**config.mk**
```make
export PLATFORM = sky130hd
export DESIGN_NAME = sf3_datapath_flat
export DESIGN_NICKNAME = d
export VERILOG_FILES = /design/src/rtl/core/sf3_pkg.sv /design/src/rtl/core/sf3_if.sv /design/src/rtl/core/sf3_datapath.sv /design/src/flat_wrapper.sv
export SDC_FILE = /design/constraint.sdc
export NUM_CORES = 1
export LEC_CHECK = 0
export ABC_AREA = 1
export BUFFER_PORTS_ARGS = -buffer_cell sky130_fd_sc_hd__buf_2
export CAP_MARGIN = 20
export CORE_MARGIN = 1.5
export CORE_UTILIZATION = 40
export CTS_CLUSTER_SIZE = 14
export DETAILED_ROUTE_END_ITERATION = 10
export PLACE_DENSITY = 0.68
export SYNTH_ARGS = -nofsm -noshare
export SYNTH_HDL_FRONTEND = slang
export SYNTH_SLANG_ARGS = --single-unit
```
**constraint.sdc**
```tcl
create_clock -name clk -period 9.7 [get_ports clk]
set_input_delay 0.485 -clock clk [delete_from_list [all_inputs] [get_ports clk]]
set_output_delay 0.485 -clock clk [all_outputs]
set_load 0.01 [all_outputs]
```
**src/rtl/core/sf3_pkg.sv**
```systemverilog
// shared constants for the 3x3 sharpen filter
// field widths, configuration register codes and reset values
// no dependencies
`default_nettype none

package sf3_pkg;

	// default limits, handed to the top-level parameters
	localparam int DEF_MAX_WIDTH    = 1024;
	localparam int DEF_MAX_CHANNELS = 4;
	localparam int DEF_MAX_HEIGHT   = 2048;

	// payload field widths
	localparam int SAMPLE_W   = 8;
	localparam int ROW_IDX_W  = 11;
	localparam int BYTE_COL_W = 12;

	// configuration register widths
	localparam int IMG_W_BITS = 11;
	localparam int IMG_H_BITS = 12;
	localparam int CH_BITS    = 3;

	// configuration port
	localparam int CFG_IDX_W  = 2;
	localparam int CFG_DATA_W = 12;

	localparam logic [CFG_IDX_W-1:0] REG_IMAGE_WIDTH   = 2'd0;
	localparam logic [CFG_IDX_W-1:0] REG_IMAGE_HEIGHT  = 2'd1;
	localparam logic [CFG_IDX_W-1:0] REG_CHANNEL_COUNT = 2'd2;

	localparam logic [IMG_W_BITS-1:0] RST_IMAGE_WIDTH   = 11'd640;
	localparam logic [IMG_H_BITS-1:0] RST_IMAGE_HEIGHT  = 12'd480;
	localparam logic [CH_BITS-1:0]    RST_CHANNEL_COUNT = 3'd3;

	// smallest legal image dimension and channel count
	localparam int MIN_DIM      = 3;
	localparam int MIN_CHANNELS = 1;

	// saturation limit of the result
	localparam int PIX_MAX = 255;

endpackage

`default_nettype wire

```
**src/rtl/core/sf3_if.sv**
```systemverilog
// valid/ready stream interfaces for the sharpen filter
// input byte channel and result channel; depends on sf3_pkg
`default_nettype none

interface sf3_in_if import sf3_pkg::*; ();
	logic                valid;
	logic                ready;
	logic [SAMPLE_W-1:0] sample;

	modport source (output valid, output sample, input ready);
	modport sink   (input valid, input sample, output ready);
endinterface

interface sf3_out_if import sf3_pkg::*; ();
	logic                  valid;
	logic                  ready;
	logic [SAMPLE_W-1:0]   value;
	logic [ROW_IDX_W-1:0]  row_index;
	logic [BYTE_COL_W-1:0] byte_column;
	logic                  frame_end;

	modport source (output valid, output value, output row_index, output byte_column,
		output frame_end, input ready);
	modport sink   (input valid, input value, input row_index, input byte_column,
		input frame_end, output ready);
endinterface

`default_nettype wire

```
**src/rtl/core/sf3_datapath.sv**
```systemverilog
// read-modify-write stage, neighbour windows, kernel arithmetic, result register
// depends on sf3_pkg and sf3_if
`default_nettype none

module sf3_datapath import sf3_pkg::*; #(
	parameter int MAX_WIDTH    = DEF_MAX_WIDTH,
	parameter int MAX_CHANNELS = DEF_MAX_CHANNELS,
	parameter int MAX_HEIGHT   = DEF_MAX_HEIGHT,
	localparam int AW   = $clog2(MAX_WIDTH * MAX_CHANNELS),
	localparam int RBW  = $clog2(MAX_WIDTH * MAX_CHANNELS + 1),
	localparam int CHW  = $clog2(MAX_CHANNELS + 1),
	localparam int HCLW = $clog2(MAX_HEIGHT + 1),
	localparam int RW   = $clog2(MAX_HEIGHT)
) (
	input  wire logic                clk,
	input  wire logic                arst_n,
	sf3_in_if.sink                   pixel,
	sf3_out_if.source                result,
	input  wire logic [AW-1:0]       col,
	input  wire logic [RW-1:0]       row,
	input  wire logic [CHW-1:0]      ch,
	input  wire logic [RBW-1:0]      row_bytes,
	input  wire logic [HCLW-1:0]     height,
	input  wire logic [SAMPLE_W-1:0] prior_rd,
	input  wire logic [SAMPLE_W-1:0] older_rd,
	output logic                     accept,
	output logic                     ram_we,
	output logic      [AW-1:0]       ram_waddr,
	output logic      [SAMPLE_W-1:0] prior_wd,
	output logic      [SAMPLE_W-1:0] older_wd
);

	localparam int WD  = 2 * MAX_CHANNELS;
	localparam int CIW = $clog2(WD);

	logic                  v_s1;
	logic [SAMPLE_W-1:0]   smp_s1;
	logic [AW-1:0]         col_s1;
	logic [RW-1:0]         row_s1;

	logic [SAMPLE_W-1:0]   cen_win_q [WD];

	logic                  res_v_q;
	logic [SAMPLE_W-1:0]   res_value_q;
	logic [ROW_IDX_W-1:0]  res_row_q;
	logic [BYTE_COL_W-1:0] res_col_q;
	logic                  res_end_q;

	logic [CIW-1:0]        ch_w;
	logic [CIW-1:0]        idx_near;
	logic [CIW-1:0]        idx_far;
	logic [SAMPLE_W+2:0]   gain_term;
	logic [SAMPLE_W+1:0]   neg_sum;
	logic signed [SAMPLE_W+3:0] acc;
	logic [SAMPLE_W-1:0]   sat;
	logic                  emit;
	logic                  adv;
	logic                  last_byte;
	logic [RW-1:0]         out_row;

	// the prior row is read one pixel ahead: the centre was read one pixel back,
	// its left neighbour two pixels back
	assign ch_w     = CIW'(ch);
	assign idx_near = ch_w - CIW'(1);
	assign idx_far  = (ch_w << 1) - CIW'(1);

	// 5 * centre - (left + right + up + down); right is the byte just read
	assign gain_term = ((SAMPLE_W+3)'(cen_win_q[idx_near]) << 2)
		+ (SAMPLE_W+3)'(cen_win_q[idx_near]);
	assign neg_sum = (SAMPLE_W+2)'(cen_win_q[idx_far]) + (SAMPLE_W+2)'(prior_rd)
		+ (SAMPLE_W+2)'(older_rd) + (SAMPLE_W+2)'(smp_s1);
	assign acc = $signed({1'b0, gain_term}) - $signed({2'b00, neg_sum});

	always_comb begin
		if (acc < 0) begin
			sat = '0;
		end else if (acc > (SAMPLE_W+4)'(PIX_MAX)) begin
			sat = SAMPLE_W'(PIX_MAX);
		end else begin
			sat = acc[SAMPLE_W-1:0];
		end
	end

	assign emit = (row_s1 >= RW'(2)) && ((RBW+1)'(col_s1) >= (RBW+1)'(ch))
		&& ((RBW+1)'(col_s1) + (RBW+1)'(ch) < (RBW+1)'(row_bytes));
	assign last_byte = ((HCLW+1)'(row_s1) + (HCLW+1)'(1) == (HCLW+1)'(height))
		&& ((RBW+1)'(col_s1) + (RBW+1)'(ch) + (RBW+1)'(1) == (RBW+1)'(row_bytes));
	assign out_row = row_s1 - RW'(1);

	assign adv          = v_s1 && (!emit || !res_v_q || result.ready);
	assign pixel.ready  = !v_s1 || adv;
	assign accept       = pixel.valid && pixel.ready;

	assign ram_we    = adv;
	assign ram_waddr = col_s1;
	assign prior_wd  = smp_s1;
	assign older_wd  = cen_win_q[idx_near];

	always_ff @(posedge clk or negedge arst_n) begin
		if (!arst_n) begin
			v_s1    <= 1'b0;
			res_v_q <= 1'b0;
		end else begin
			if (accept) begin
				v_s1 <= 1'b1;
			end else if (adv) begin
				v_s1 <= 1'b0;
			end
			if (adv && emit) begin
				res_v_q <= 1'b1;
			end else if (result.ready) begin
				res_v_q <= 1'b0;
			end
		end
	end

	always_ff @(posedge clk) begin
		if (accept) begin
			smp_s1 <= pixel.sample;
			col_s1 <= col;
			row_s1 <= row;
		end
		if (adv) begin
			cen_win_q[0] <= prior_rd;
			for (int k = 1; k < WD; k++) begin
				cen_win_q[k] <= cen_win_q[k-1];
			end
		end
		if (adv && emit) begin
			res_value_q <= sat;
			res_row_q   <= ROW_IDX_W'(out_row);
			res_col_q   <= BYTE_COL_W'(col_s1);
			res_end_q   <= last_byte;
		end
	end

	assign result.valid       = res_v_q;
	assign result.value       = res_value_q;
	assign result.row_index   = res_row_q;
	assign result.byte_column = res_col_q;
	assign result.frame_end   = res_end_q;

endmodule

`default_nettype wire

```
**src/flat_wrapper.sv**
```systemverilog
// flat-port wrapper written by rule: the top's interface ports become plain ports
module sf3_datapath_flat import sf3_pkg::*;
#(
	parameter int MAX_WIDTH    = DEF_MAX_WIDTH,
	parameter int MAX_CHANNELS = DEF_MAX_CHANNELS,
	parameter int MAX_HEIGHT   = DEF_MAX_HEIGHT,
	localparam int AW   = $clog2(MAX_WIDTH * MAX_CHANNELS),
	localparam int RBW  = $clog2(MAX_WIDTH * MAX_CHANNELS + 1),
	localparam int CHW  = $clog2(MAX_CHANNELS + 1),
	localparam int HCLW = $clog2(MAX_HEIGHT + 1),
	localparam int RW   = $clog2(MAX_HEIGHT)
)
  (clk, arst_n, col, row, ch, row_bytes, height, prior_rd, older_rd, accept, ram_we, ram_waddr, prior_wd, older_wd, pixel_valid, pixel_sample, pixel_ready, result_valid, result_value, result_row_index, result_byte_column, result_frame_end, result_ready);
  sf3_in_if pixel_i ();
  sf3_out_if result_i ();
  input  wire logic clk;
  input  wire logic arst_n;
  input  wire logic [AW-1:0] col;
  input  wire logic [RW-1:0] row;
  input  wire logic [CHW-1:0] ch;
  input  wire logic [RBW-1:0] row_bytes;
  input  wire logic [HCLW-1:0] height;
  input  wire logic [SAMPLE_W-1:0] prior_rd;
  input  wire logic [SAMPLE_W-1:0] older_rd;
  output logic accept;
  output logic ram_we;
  output logic      [AW-1:0] ram_waddr;
  output logic      [SAMPLE_W-1:0] prior_wd;
  output logic      [SAMPLE_W-1:0] older_wd;
  input wire logic [$bits(pixel_i.valid)-1:0] pixel_valid;
  input wire logic [$bits(pixel_i.sample)-1:0] pixel_sample;
  output wire logic [$bits(pixel_i.ready)-1:0] pixel_ready;
  output wire logic [$bits(result_i.valid)-1:0] result_valid;
  output wire logic [$bits(result_i.value)-1:0] result_value;
  output wire logic [$bits(result_i.row_index)-1:0] result_row_index;
  output wire logic [$bits(result_i.byte_column)-1:0] result_byte_column;
  output wire logic [$bits(result_i.frame_end)-1:0] result_frame_end;
  input wire logic [$bits(result_i.ready)-1:0] result_ready;
  assign pixel_i.valid = pixel_valid;
  assign pixel_i.sample = pixel_sample;
  assign pixel_ready = pixel_i.ready;
  assign result_valid = result_i.valid;
  assign result_value = result_i.value;
  assign result_row_index = result_i.row_index;
  assign result_byte_column = result_i.byte_column;
  assign result_frame_end = result_i.frame_end;
  assign result_i.ready = result_ready;
  sf3_datapath #(.MAX_WIDTH(MAX_WIDTH), .MAX_CHANNELS(MAX_CHANNELS), .MAX_HEIGHT(MAX_HEIGHT)) u_core (.clk(clk), .arst_n(arst_n), .pixel(pixel_i), .result(result_i), .col(col), .row(row), .ch(ch), .row_bytes(row_bytes), .height(height), .prior_rd(prior_rd), .older_rd(older_rd), .accept(accept), .ram_we(ram_we), .ram_waddr(ram_waddr), .prior_wd(prior_wd), .older_wd(older_wd));
endmodule
```
Word-level counts from Yosys, hierarchy flattened --
Memories as Yosys holds them, arrays and structs flattened. Index checks and enable logic that the tools add are counted. W data, S select, Z words.
Word-level totals: RAM bits 64, output and inout bits 64, logic and storage cells 49, bits in registers 65, memories 1
Operators by class: order comparisons 5, reduce and logical (&&, ||, !) cells 14, mux-type cells 7, equal/unequal tests 2, add/subtract/negate cells 11
Memory list:
- u_core.cen_win_q | depth 8, width 8, read ports 9, clocked after memory_dff 0, write ports 8, RTL line sf3_datapath.sv:41 | logic [SAMPLE_W-1:0] cen_win_q [WD];
Operators by type and width (count):
- $add A10 B8 Y10 | 2
- $add A14 B1 Y14 const B | 1
- $eq A14 B13 Y1 | 1
- $lt A14 B13 Y1 | 1
- $add A12 B3 Y13 | 1
- $eq A13 B12 Y1 | 1
- $add A11 B1 Y12 const B | 1
- $ge A12 B3 Y1 | 1
- $gt A12 B9 Y1 const B | 1
- $lt A12 B1 Y1 const B | 1
- $sub A11 B10 Y12 | 1
- $add A10 B8 Y11 | 1
- $ge A11 B2 Y1 const B | 1
- $sub A11 B1 Y11 const B | 1
- $add A8 B8 Y9 | 1
- $mux W8 | 1
- $logic_and A1 B1 Y1 | 6
- $mux W1 | 6
- $sub A3 B1 Y3 const B | 2
- $reduce_bool A2 Y1 | 2
- $logic_not A1 Y1 | 3
- $logic_or A1 B1 Y1 | 3

Longest topological paths before layout --
Gate-level depths: netlist (run 1).
word-level depth 10, depth in mapped cells 32, gate-level depth less buffers 30

Worst setup path after synthesis (run 1) --
OpenSTA, ideal clock, no wires.
path kind input port to flip-flop, start in ch[0], end reg u_core.res_col_q[0], in the netlist u_core.result.byte_column[0] (enable), arrival 8.431 ns, setup time 0.388 ns, buffers on the path 0, cell stages on the path 17, slack 0.882 ns, cells stage by stage ha_1 fa_1 nand2_2 nand2_1 nand2_1 nand2_1 nand2_2 inv_1 ha_1 nand2_1 inv_1 o21ai_0 a311oi_1 nor3_1 a21boi_0 nand2_1 inv_1
On the way: cells in the longest elaborated chain, start to end 8, elaborated cells on any way between the ends 10, classes of those cells 1 x add/sub; 2 x order compare; 7 x reduce/logical
RTL lines:
- start: declaration | RTL line flat_wrapper.sv:20 | input wire logic [CHW-1:0] ch;
- $add A12 B3 Y13 / $ge A12 B3 Y1 (equally long branches) | RTL line sf3_datapath.sv:85, sf3_datapath.sv:84
- $lt A14 B13 Y1 / $logic_and A1 B1 Y1 (equally long branches) | RTL line sf3_datapath.sv:85, sf3_datapath.sv:84
- $logic_and A1 B1 Y1 (*) | RTL line sf3_datapath.sv:85 | && ((RBW+1)'(col_s1) + (RBW+1)'(ch) < (RBW+1)'(row_bytes));
- $logic_not A1 Y1 (*) | RTL line sf3_datapath.sv:90 | assign adv = v_s1 && (!emit || !res_v_q || result.ready);
- $logic_or A1 B1 Y1 (*) (2 in a row) | RTL line sf3_datapath.sv:90
- $logic_and A1 B1 Y1 (*) | RTL line sf3_datapath.sv:90
- via ram_we | RTL line flat_wrapper.sv:26 | output logic ram_we;
- $logic_and A1 B1 Y1 (*) | RTL line sf3_datapath.sv:129 | if (adv && emit) begin
- end signal: assignment | RTL line sf3_datapath.sv:132 | res_col_q <= BYTE_COL_W'(col_s1);
- end: declaration | RTL line sf3_datapath.sv:46 | logic [BYTE_COL_W-1:0] res_col_q;
Mark *: on every way through the listed nets, which the timed path passes. The rest lies on a longest branch. A chain may end at the register's enable or synchronous reset.

Worst setup path in the final report (run 1) --
start in ch[0], end reg u_core.res_value_q[5], in the netlist u_core.result.value[5], data pin
On the way: cells in the longest elaborated chain, start to end 8, elaborated cells on any way between the ends 11, classes of those cells 7 x add/sub; 2 x order compare; 1 x mux; 1 x memory
RTL lines:
- $sub A3 B1 Y3 | RTL line sf3_datapath.sv:65 | assign idx_far = (ch_w << 1) - CIW'(1);
- $mem_v2 Z8 W8 (*)
- $add A8 B8 Y9 | RTL line sf3_datapath.sv:70 | assign neg_sum = (SAMPLE_W+2)'(cen_win_q[idx_far]) + (SAMPLE_W+2)'(prior_rd)
- $add A10 B8 Y10 (2 in a row) | RTL line sf3_datapath.sv:71 | + (SAMPLE_W+2)'(older_rd) + (SAMPLE_W+2)'(smp_s1);
- $sub A11 B10 Y12 (*) | RTL line sf3_datapath.sv:72 | assign acc = $signed({1'b0, gain_term}) - $signed({2'b00, neg_sum});
- $gt A12 B9 Y1 | RTL line sf3_datapath.sv:77 | end else if (acc > (SAMPLE_W+4)'(PIX_MAX)) begin
- $mux W8 | RTL line sf3_datapath.sv:77
- end signal: assignment | RTL line sf3_datapath.sv:130 | res_value_q <= sat;
- end: declaration | RTL line sf3_datapath.sv:44 | logic [SAMPLE_W-1:0] res_value_q;
Every way passes the cells marked *; elsewhere a longest branch is shown, timed or not.

==> key figures, run 1 <==
Worst setup path
  – Crit path max fanout: 51
  – Cell mode on critical path: inv_1
  – Arrival @ worst endpoint: between 7000 and 8000 ps
  – Crit-path max cell delay: 650 ps
  – Crit start category: primary input
  – CP required: 9880 ps
  – Worst Setup End Kind: flip-flop
  – WS Path Type: in2reg
  – Slowest CP cell: buf_2

Clocking
  – H-Tree Depth: 4
  – Post CTS Setup Buffer Count: 0
  – Buffer depth of the longest clock path: 2
  – Clock sinks: 129
  – TritonCTS clock tree: built
  – Root Driver: clkbuf_16
  – Reg clk slew, reported paths: roughly 70 ps
  – Clock latency at the later pin of the worst-skew pair: 430 ps
  – CTS buffer count: 17

Finish
  – Antenna cells: 0
  – Fin cells: 1329
  – Cell area after layout: 0.009847 mm²
  – Syn-to-layout area delta: 20.08%
  – Final Core Density: between 40% and 50%
  – Nets: approximately 1200
  – Share of cells above drive strength 1: 20.30%

Timing
  – Final period utilization: 75.86%
  – Max Freq: 0.1359 GHz
  – Final hold violations: 0
  – Relative slew slack: 42.73%
  – Final-report setup violation count: 0
  – Setup TNS: 0 ps
  – Least-Margin Pin Slew: 850.0 ps
  – RSZ-0062 raised after global routing: no
  – Fin Clk Skew: 19.61 ps
  – Max-slew violations: 0
  – Final min period: approximately 7400 ps

Routing
  – Drt initial violations: approximately 440
  – Vias: 6553
  – Detail Route Antenna Nets: 0
  – Vias per cell: 4.931
  – TritonRoute pass-1 iters: 6
  – DRT Wirelength: 19710 µm
  – WL per Instance: 14.83 µm
  – DRC viols: 0

Power
  – Peak VDD IR: 508.7 µV
  – Psw: 1.166 mW
  – Gate power share: 49.0%
  – PwrDens: 291.1 mW/mm²
  – Sequential Power Share: roughly 28%
  – Leak: about 4.7 nW
  – Clock Power Share: a little under a quarter
  – Switching portion of total power: 40.69%
  – Int Pwr: between 1.5 and 2 mW

Synth
  – Simple-gate share of the synthesized area: 20.81%
  – Library cells used by synthesis: 44
  – Prevailing post-synth register cell: edfxtp_1
  – Ys async rst share: 1.550%
  – Synth Instances: about 900
  – Syn_area_per_cell: between 9 and 10 µm²
  – Adder-cell share of the synthesized area: 12.73%
  – Syn nets: 1047
  – Post-synth EDFFs: 127
  – Sequential share of the synthesized area: 47.12%
  – Post-synthesis register bit count: 129
  – Complex-gate fraction of the synthesized area: 7.598%
  – Post-synthesis cell area: roughly 0.0082 mm²
  – Ys Warns: 0
  – Largest family of logic cells by synthesized area: simple AND/OR/NAND/NOR gates
  – Mux share of post-synthesis cell area: 0%
  – Xor/xnor share of the synthesized area: 3.906%

Global route
  – Overall Global Routing Usage: 18.95%
  – Largest net degree at the start of global routing: 67
  – Grt ovf: 0
  – Global-route wire length before repair: 31800 µm
  – Initial antenna violation count: 1
  – Vias in the first global route: 6365

Placed design
  – Post-place instance area: around 0.0092 mm²
  – GP Congestion: ~0.89
  – Placed wire-length estimate: between 10000 and 15000 µm
  – Inst Count DP: 1296
  – Port Buf Inserts: 142

Run status
  – Outcome: complete, no violations

Die
  – Row cnt: 52
  – Initial Utilization: 40.66%
  – Die width: 146.2 µm
  – Core area: 0.02017 mm²
  – Boundary Pins: between 100 and 150
  – Die area: around 0.021 mm²
  – DIE HEIGHT: roughly 150 µm

Worst hold path
  – Worst Hold Class: in2reg

Job
  – Max Cap Viol: 0
area by class of cell:
cell class	count	area [µm²]
clock buffers	17	425.4
clock inverters	15	173.9
fillers	1890	10320
inverters	153	575.6
multi-input cells	597	3712
flip-flops and latches	129	3864
well taps	270	337.8
repair buffers	148	758.2
worst paths after layout:
check / startpoint / to / slack [ps] / cells after the start
setup / recovery: ch[0] / u_core.result.value[5]$_SDFFCE_PN0P_ / 2340 / 29
hold / removal: pixel_sample[3] / u_core.prior_wd[3]$_DFFE_PP_ / 230 / 1
setup reg to reg: u_core.cen_win_q[3][1]$_DFFE_PP_ / u_core.result.value[5]$_SDFFCE_PN0P_ / 3870 / 25
hold reg to reg: u_core.cen_win_q[6][6]$_DFFE_PP_ / u_core.cen_win_q[7][6]$_DFFE_PP_ / 450 / 0
max in group asynchronous: arst_n / u_core.v_s1$_DFFE_PN0P_ / 9180 / 2
min in group asynchronous: arst_n / u_core.result.valid$_DFFE_PN0P_ / 430 / 2
power by group through the flow:
stage	Sequential [mW]	Clock, mW	Combinational [mW]
after floorplan	0.826	0	1.03
after global placement	0.813	0	1.35
after detailed placement	0.813	0	1.38
after CTS	0.805	0.668	1.40
after global routing	0.814	0.689	1.62
final	0.806	0.656	1.41
cells in the final DEF, fill, tap and decap left out, drive strengths merged:
master and n:
a32oi 6, nand2 250, edfxtp 127, xnor2 13, nor4 4, o2111ai 1
buf 147, dlygate4sd3 1, o31ai 1, o22ai 1, clkinv 4, a211oi 1
xor2 21, o21bai 5, clkinvlp 3, a21o 3, bufinv 2, o211ai 13
a311oi 1, nor2 44, clkbuf 17, nand4 12, dfrtp 2, a21boi 3
nand3 64, ha 53, nor3 7, a21oi 35, or2 2, fa 19
nand3b 5, a31oi 1, xnor3 1, inv 159, o21ai 31
synthesized netlist by cell type, types with 2 or more instances:
library cell  number  share of area (%)
nand2_1          240                 11
inv_1            145                6.6
nor2_2             3               0.23
clkbuf_1           9               0.41
buf_1              5               0.23
nand3_2            4               0.49
buf_2              3               0.18
ha_1              53                8.1
nand3_1           59                3.6
a21boi_0           3               0.27
nand4_1           12               0.92
a21o_1             3               0.27
fa_1              19                4.6
xor2_1            21                2.2
o21bai_1           5               0.46
nor3_1             5               0.31
o211ai_1          13                1.2
a32oi_1            6               0.64
nor3_2             2               0.24
nor2_1            38                1.7
nand2_2           10               0.76
nand3b_1           5               0.46
o21ai_0           30                1.8
xnor2_1           13                1.4
edfxtp_1         127                 47
nor4_1             4               0.31
nor2_4             3               0.41
dfrtp_1            2               0.61
inv_2              7               0.32
a21oi_1           33                2.0
worst max-delay path: cells and delay by family:
kind / cells / cell delay, ps
adders and majority gates: 7 / 2680
buffers and inverters: 7 / 1640
and+or+nand+nor: 5 / 750
xor gates and xnor gates: 2 / 300
AOI/OAI and AO/OA: 8 / 1680
through the flow:
stage,hold WS [ps],setup slack [ps],total power [mW]
after detailed placement,279.9,1983,2.194
after floorplan,189.4,881.7,1.859
after global routing,214.4,1544,3.126
after CTS,220.4,2402,2.872
after global placement,275.2,2245,2.167
final,231.6,2341,2.867
timing repair:
action | 4_1_cts | 5_1_grt
resized for setup | 0 | 0
hold endpoints to repair | 2 | 0
hold buffers | 1 | 0
kinds of logic after synthesis:
group / Yosys count
buf+inv: 170
flops: 129
compound gates: 102
simple gates: 388
xor+xnor: 35
fa+ha+maj: 72
flip-flops by register name, summed over array words and instances, names as in the netlist:
register / flops
u_core.cen_win_q: 64
u_core.prior_wd: 8
u_core.ram_waddr: 12
u_core.result.byte_column: 12
u_core.result.frame_end: 1
u_core.result.row_index: 11
u_core.result.valid: 1
u_core.result.value: 8
u_core.row_s1: 11
u_core.v_s1: 1
layer usage:
metal | track usage, % | wire length [µm] | vias to the layer above
li1 | - | - | 3266
met1 | 25.32 | 8770 | 3039
met2 | 30.73 | 9457 | 223
met3 | 4.406 | 1211 | 23
met4 | 5.657 | 267 | 2
met5 | 0 | 7 | -
No activity file was read; power rests on OpenSTA's default activity.
==> run 2, diff against run 1 <==
--- a/config.mk
+++ b/config.mk
@@ -12,7 +12,7 @@
 export CORE_UTILIZATION = 40
 export CTS_CLUSTER_SIZE = 14
 export DETAILED_ROUTE_END_ITERATION = 10
-export PLACE_DENSITY = 0.68
+export PLACE_DENSITY = 0.71
 export SYNTH_ARGS = -nofsm -noshare
 export SYNTH_HDL_FRONTEND = slang
 export SYNTH_SLANG_ARGS = --single-unit
==> constraint.sdc (replaced) <==
create_clock -name clk -period 6.5 [get_ports clk]
set_input_delay 0.325 -clock clk [delete_from_list [all_inputs] [get_ports clk]]
set_output_delay 0.325 -clock clk [all_outputs]
set_load 0.01 [all_outputs]
==> key figures, run 2 (synthesis results as in run 1) <==
Power
  – Peak VDD IR: 786.2 µV (was 508.7 µV)
  – Leak: 4.670 nW (was 4.661 nW)
  – Int Pwr: 2.526 mW (was 1.700 mW)
  – Gate power share: 49.4% (was 49.0%)
  – Switching portion of total power: 40.01% (was 40.69%)
  – Psw: 1.685 mW (was 1.166 mW)
  – PwrDens: 427.2 mW/mm² (was 291.1 mW/mm²)
  – Sequential Power Share: 28.5% (was 28.1%)
  – Clock Power Share: 22.1% (was 22.9%)
  – Overall Power: 4.210 mW (was 2.867 mW)

Finish
  – Largest register FFs: 64 (unchanged)
  – Antenna cells: 0 (unchanged)
  – Share of cells above drive strength 1: 20.39% (was 20.30%)
  – Syn-to-layout area delta: 20.17% (was 20.08%)
  – Cell area after layout: 0.009854 mm² (was 0.009847 mm²)
  – # fillers: 1904 (was 1890)
  – Final Core Density: 48.86% (was 48.82%)
  – Commonest non-fill, non-tap cell in the layout: nand2_1 (unchanged)
  – Commonest cells after routing, fill and taps aside: 240 x nand2_1, 145 x inv_1, 142 x buf_2 (unchanged)
  – Register area: 0.003864 mm² (unchanged)
  – Nets: 1202 (was 1197)
  – Multi-input gate area: 0.003712 mm² (unchanged)
  – Top reg by flops: u_core.cen_win_q (unchanged)

Die
  – Core area: 0.02017 mm² (unchanged)
  – Initial Utilization: 40.66% (unchanged)
  – Row cnt: 52 (unchanged)
  – Die area: 0.02137 mm² (unchanged)
  – DIE HEIGHT: 146.2 µm (unchanged)
  – Die width: 146.2 µm (unchanged)
  – Boundary Pins: 143 (unchanged)

Worst setup path
  – Delay-heaviest family, CP: adder cells (unchanged)
  – Reg2reg path depth: 25 (unchanged)
  – Worst Setup End Kind: flip-flop (unchanged)
  – Reg2reg setup slack: 680 ps (was 3870 ps)
  – Slowest CP cell: fa_1 (was buf_2)
  – RR Endpoint: u_core.result.value[6]$_SDFFCE_PN0P_ (was u_core.result.value[5]$_SDFFCE_PN0P_)
  – Crit path max fanout: 8 (was 51)
  – RR Startpoint: u_core.cen_win_q[3][1]$_DFFE_PP_ (unchanged)
  – CP required: 6670 ps (was 9880 ps)
  – WS Path Type: in2reg (unchanged)
  – Arrival @ worst endpoint: 6030 ps (was 7540 ps)
  – Cell mode on critical path: inv_1 (unchanged)
  – Crit-path max cell delay: 490 ps (was 650 ps)
  – Crit start category: primary input (unchanged)
  – Worst Path Buf+Inv: 7 (unchanged)

Clocking
  – Root Driver: clkbuf_16 (unchanged)
  – CTS resizes: 0 (unchanged)
  – TritonCTS clock tree: built (unchanged)
  – H-Tree Depth: 4 (unchanged)
  – Buffer depth of the longest clock path: 2 (unchanged)
  – CTS buffer count: 17 (unchanged)
  – Clock sinks: 129 (unchanged)
  – Reg clk slew, reported paths: 60 ps (was 70 ps)
  – Clock latency at the later pin of the worst-skew pair: 420 ps (was 430 ps)

Placed design
  – GP Congestion: 0.8815 (was 0.8890)
  – Placed wire-length estimate: 14340 µm (was 14540 µm)
  – Port Buf Inserts: 142 (unchanged)
  – Post-place instance area: 0.009275 mm² (was 0.009238 mm²)
  – Place WS: 235.0 ps (was 1983 ps)

Global route
  – Vias in the first global route: 6221 (was 6365)
  – Largest net degree at the start of global routing: 56 (was 67)
  – Grt ovf: 0 (unchanged)
  – Overall Global Routing Usage: 18.37% (was 18.95%)
  – Initial antenna violation count: 1 (unchanged)
  – Global-route wire length before repair: 30860 µm (was 31800 µm)

Timing
  – Final-report setup violation count: 0 (unchanged)
  – Final period utilization: 90.23%
  – Max-slew violations: 0 (unchanged)
  – Max Freq: approximately 0.17 GHz
  – Relative slew slack: 30.88% (was 42.73%)
  – Fin worst setup slack: 635.3 ps (was 2341 ps)
  – Least-Margin Pin Slew: 1036 ps (was 850.0 ps)
  – RSZ-0062 raised after global routing: no (unchanged)
  – Final hold violations: 0 (unchanged)
  – Final min period: 5865 ps
  – Setup TNS: 0 ps (unchanged)
  – Fin Clk Skew: 9.538 ps (was 19.61 ps)

Routing
  – Drt initial violations: 406 (was 442)
  – TritonRoute pass-1 iters: 5 (was 6)
  – DRT Wirelength: 18880 µm (was 19710 µm)
  – DRC viols: 0 (unchanged)
  – Vias per cell: 4.960 (was 4.931)
  – Vias: 6616 (was 6553)
  – Detail Route Antenna Nets: 0 (unchanged)
  – WL per Instance: 14.16 µm (was 14.83 µm)

Worst hold path
  – Hold Path End: u_core.prior_wd[0]$_DFFE_PP_ (was u_core.prior_wd[3]$_DFFE_PP_)
  – HP Start: pixel_sample[0] (was pixel_sample[3])
  – Worst Hold Class: in2reg (unchanged)
  – Worst hold stages: 1 (unchanged)

Run status
  – Outcome: complete, no violations (unchanged)

Job
  – Max Cap Viol: 0 (unchanged)
-- run 2: cell type report --
class	count	share of cell area, %
Clock buffer	18	4.355
Clock inverter	14	1.422
Inverter	153	5.841
Multi-Input combinational cell	597	37.67
Sequential cell	129	39.21
Tap cell	270	3.428
Timing Repair Buffer	153	8.075
-- run 2: what timing repair did --
action / 4_1_cts / 5_1_grt
buffers inserted: 0 / 0
hold buffers: 1 / 0
hold endpoints to repair: 2 / 0
endpoints found under the setup margin: 0 / 0
-- run 2: metal layers --
layer  up-vias  track usage (%)  routed length, µm
li1       3277                -                  -
met1      3122            25.23               8789
met2       195            29.24               8855
met3        22            3.219                920
met4         0            6.616                319
met5         -                0                  0
-- run 2: worst max-delay path by stage --
stage,start,to,slack (ps),depth (start not counted)
floorplan,ch[0],u_core.result.value[0]$_SDFFCE_PN0P_,410,30
global placement,ch[1],u_core.result.value[5]$_SDFFCE_PN0P_,480,29
detailed placement,ch[1],u_core.result.value[5]$_SDFFCE_PN0P_,240,29
CTS,ch[1],u_core.result.value[5]$_SDFFCE_PN0P_,680,29
global route,ch[1],u_core.result.value[5]$_SDFFCE_PN0P_,50,29
finish,ch[1],u_core.result.value[6]$_SDFFCE_PN0P_,640,29
-- run 2: through the flow --
| step | std cells | hold slack (ps) |
|---|---|---|
| floorplan | 896 | 29.41 |
| global placement | 1301 | 119.9 |
| detailed placement | 1301 | 122.0 |
| CTS | 1334 | 60.32 |
| global route | 1334 | 60.71 |
| finish | 1334 | 77.92 |
-- run 2: power groups by stage --
| stage | Clock (mW) | Combinational, mW | Sequential, mW |
|---|---|---|---|
| 3_5_place_dp | 0 | 2.06 | 1.21 |
| 3_3_place_gp | 0 | 2.02 | 1.21 |
| 2_1_floorplan | 0 | 1.54 | 1.22 |
| 4_1_cts | 0.952 | 2.08 | 1.20 |
| 5_1_grt | 0.982 | 2.40 | 1.21 |
| 6_report | 0.931 | 2.08 | 1.20 |
==> run 3, diff against run 2 <==
--- a/config.mk
+++ b/config.mk
@@ -12,7 +12,7 @@
 export CORE_UTILIZATION = 40
 export CTS_CLUSTER_SIZE = 14
 export DETAILED_ROUTE_END_ITERATION = 10
-export PLACE_DENSITY = 0.71
+export PLACE_DENSITY = 0.68
 export SYNTH_ARGS = -nofsm -noshare
 export SYNTH_HDL_FRONTEND = slang
 export SYNTH_SLANG_ARGS = --single-unit
==> constraint.sdc (replaced) <==
create_clock -name clk -period 7.6 [get_ports clk]
set_input_delay 0.38 -clock clk [delete_from_list [all_inputs] [get_ports clk]]
set_output_delay 0.38 -clock clk [all_outputs]
set_load 0.01 [all_outputs]
==> key figures, run 3 (synthesis results as in run 1) <==
Timing
  – Setup TNS: 0 ps (unchanged)
  – Final hold violations: 0 (unchanged)
  – Final hold slack: 133.9 ps (was 77.92 ps)
  – Fin Clk Skew: 11.89 ps (was 9.538 ps)
  – Relative slew slack: 34.33% (was 30.88%)
  – Max Freq: ~0.16 GHz
  – RSZ-0062 raised after global routing: no (unchanged)
  – Max-slew violations: 0 (unchanged)
  – Final min period: 6286 ps
  – Final-report setup violation count: 0 (unchanged)
  – Least-Margin Pin Slew: 974.7 ps (was 1036 ps)
  – Final period utilization: 82.71%

Finish
  – Final Core Density: 48.71% (was 48.86%)
  – Nets: 1199 (was 1202)
  – # fillers: 1940 (was 1904)
  – Multi-input gate area: 0.003712 mm² (unchanged)
  – Top reg by flops: u_core.cen_win_q (unchanged)
  – Commonest non-fill, non-tap cell in the layout: nand2_1 (unchanged)
  – Antenna cells: 0 (unchanged)
  – Commonest cells after routing, fill and taps aside: 240 x nand2_1, 145 x inv_1, 142 x buf_2 (unchanged)
  – Fin cells: 1331 (was 1334)
  – Syn-to-layout area delta: 19.80% (was 20.17%)
  – Cell area after layout: 0.009824 mm² (was 0.009854 mm²)
  – Share of cells above drive strength 1: 20.26% (was 20.39%)
  – Largest register FFs: 64 (unchanged)
  – Register area: 0.003864 mm² (unchanged)

Run status
  – Outcome: complete, no violations (unchanged)

Clocking
  – Post CTS Setup Buffer Count: 0 (unchanged)
  – Root Driver: clkbuf_16 (unchanged)
  – Reg clk slew, reported paths: 60 ps (about the same)
  – Clock latency at the later pin of the worst-skew pair: 420 ps (about the same)
  – CTS buffer count: 17 (unchanged)
  – Clock sinks: 129 (unchanged)
  – H-Tree Depth: 4 (unchanged)
  – Buffer depth of the longest clock path: 2 (unchanged)
  – TritonCTS clock tree: built (unchanged)

Die
  – Initial Utilization: 40.66% (unchanged)
  – Row cnt: 52 (unchanged)
  – Boundary Pins: 143 (unchanged)
  – Die width: 146.2 µm (unchanged)
  – DIE HEIGHT: 146.2 µm (unchanged)
  – Die area: 0.02137 mm² (unchanged)
  – Core area: 0.02017 mm² (unchanged)

Global route
  – Largest net degree at the start of global routing: 67 (was 56)
  – Global-route wire length before repair: 30480 µm (was 30860 µm)
  – Vias in the first global route: 6104 (was 6221)
  – Overall Global Routing Usage: 18.16% (was 18.37%)
  – Initial antenna violation count: 0 (was 1)
  – Grt ovf: 0 (unchanged)

Worst setup path
  – Arrival @ worst endpoint: 6460 ps (was 6030 ps)
  – Worst Path Buf+Inv: 8 (was 7)
  – Worst Setup End Kind: flip-flop (unchanged)
  – Slowest CP cell: ha_1 (was fa_1)
  – Delay-heaviest family, CP: adder cells (unchanged)
  – CP required: 7770 ps (was 6670 ps)
  – Crit path max fanout: 22 (was 8)
  – Crit-path max cell delay: 570 ps (was 490 ps)
  – Crit start category: primary input (unchanged)
  – WS Path Type: in2reg (unchanged)
  – Cell mode on critical path: inv_1 (unchanged)

Placed design
  – Placed wire-length estimate: 14170 µm (was 14340 µm)
  – Port Buf Inserts: 142 (unchanged)
  – Post-place instance area: 0.009253 mm² (was 0.009275 mm²)
  – GP Congestion: 0.8875 (was 0.8815)
  – Inst Count DP: 1298 (was 1301)

Routing
  – DRT Wirelength: 18810 µm (was 18880 µm)
  – TritonRoute pass-1 iters: 5 (unchanged)
  – WL per Instance: 14.13 µm (was 14.16 µm)
  – Vias: 6452 (was 6616)
  – Detail Route Antenna Nets: 0 (unchanged)
  – DRC viols: 0 (unchanged)
  – Drt initial violations: 435 (was 406)
  – Vias per cell: 4.847 (was 4.960)

Power
  – Leak: 4.648 nW (was 4.670 nW)
  – Peak VDD IR: 546.1 µV (was 786.2 µV)
  – PwrDens: 364.2 mW/mm² (was 427.2 mW/mm²)

Job
  – Max Cap Viol: 0 (unchanged)

Worst hold path
  – Worst Hold Class: in2reg (unchanged)
-- run 3: cell count changes in the layout (fill, tap and decap cells not counted) --
cell and delta:
clkinv_2 -2, clkinv_1 -1, clkinvlp_4 +1, inv_8 +1, inv_6 +2, bufinv_16 -1
buf_4 -3
-- run 3: worst paths after layout --
path                                             startpoint                                   end  slack, ps  cells past startpoint
hold reg to reg            u_core.cen_win_q[3][7]$_DFFE_PP_      u_core.cen_win_q[4][7]$_DFFE_PP_        450                      0
min in group asynchronous                            arst_n               u_core.v_s1$_DFFE_PN0P_        330                      2
hold / removal                              pixel_sample[0]          u_core.prior_wd[0]$_DFFE_PP_        130                      1
setup reg to reg           u_core.cen_win_q[3][1]$_DFFE_PP_  u_core.result.value[6]$_SDFFCE_PN0P_       1830                     24
max in group asynchronous                            arst_n       u_core.result.valid$_DFFE_PN0P_       7170                      2
setup / recovery                                      ch[1]  u_core.result.value[6]$_SDFFCE_PN0P_       1310                     27
-- run 3: final cells by class --
class | count | share of cell area (%)
Sequential cell | 129 | 39.33
Multi-Input combinational cell | 597 | 37.79
Timing Repair Buffer | 150 | 7.871
Inverter | 153 | 5.858
Clock buffer | 18 | 4.368
Tap cell | 270 | 3.439
Clock inverter | 14 | 1.350
-- run 3: power by group --
group / total, mW / switching, mW / internal (mW) / leakage [nW]
combinational: 1.76 / 1.05 / 0.707 / 3.14
sequential: 1.03 / 0.0611 / 0.966 / 1.25
clock: 0.793 / 0.338 / 0.455 / 0.263
-- run 3: per-stage QoR --
| step | setup slack, ps | power, mW |
|---|---|---|
| floorplan | 705.4 | 2.368 |
| global placement | 1170 | 2.766 |
| detailed placement | 920.7 | 2.793 |
| CTS | 1357 | 3.593 |
| global route | 834.1 | 3.904 |
| finish | 1314 | 3.578 |
-- run 3: per-layer routing --
metal	track usage, %	vias up	wire length (µm)
met2	29.00	178	8696
met5	0	-	0
met4	5.455	0	256
met3	4.000	21	1003
li1	-	3269	-
met1	24.78	2984	8848
-- run 3: repair_timing --
item                      CTS  global route
resized for setup           0             0
hold endpoints to repair    2             0
hold buffers                1             0
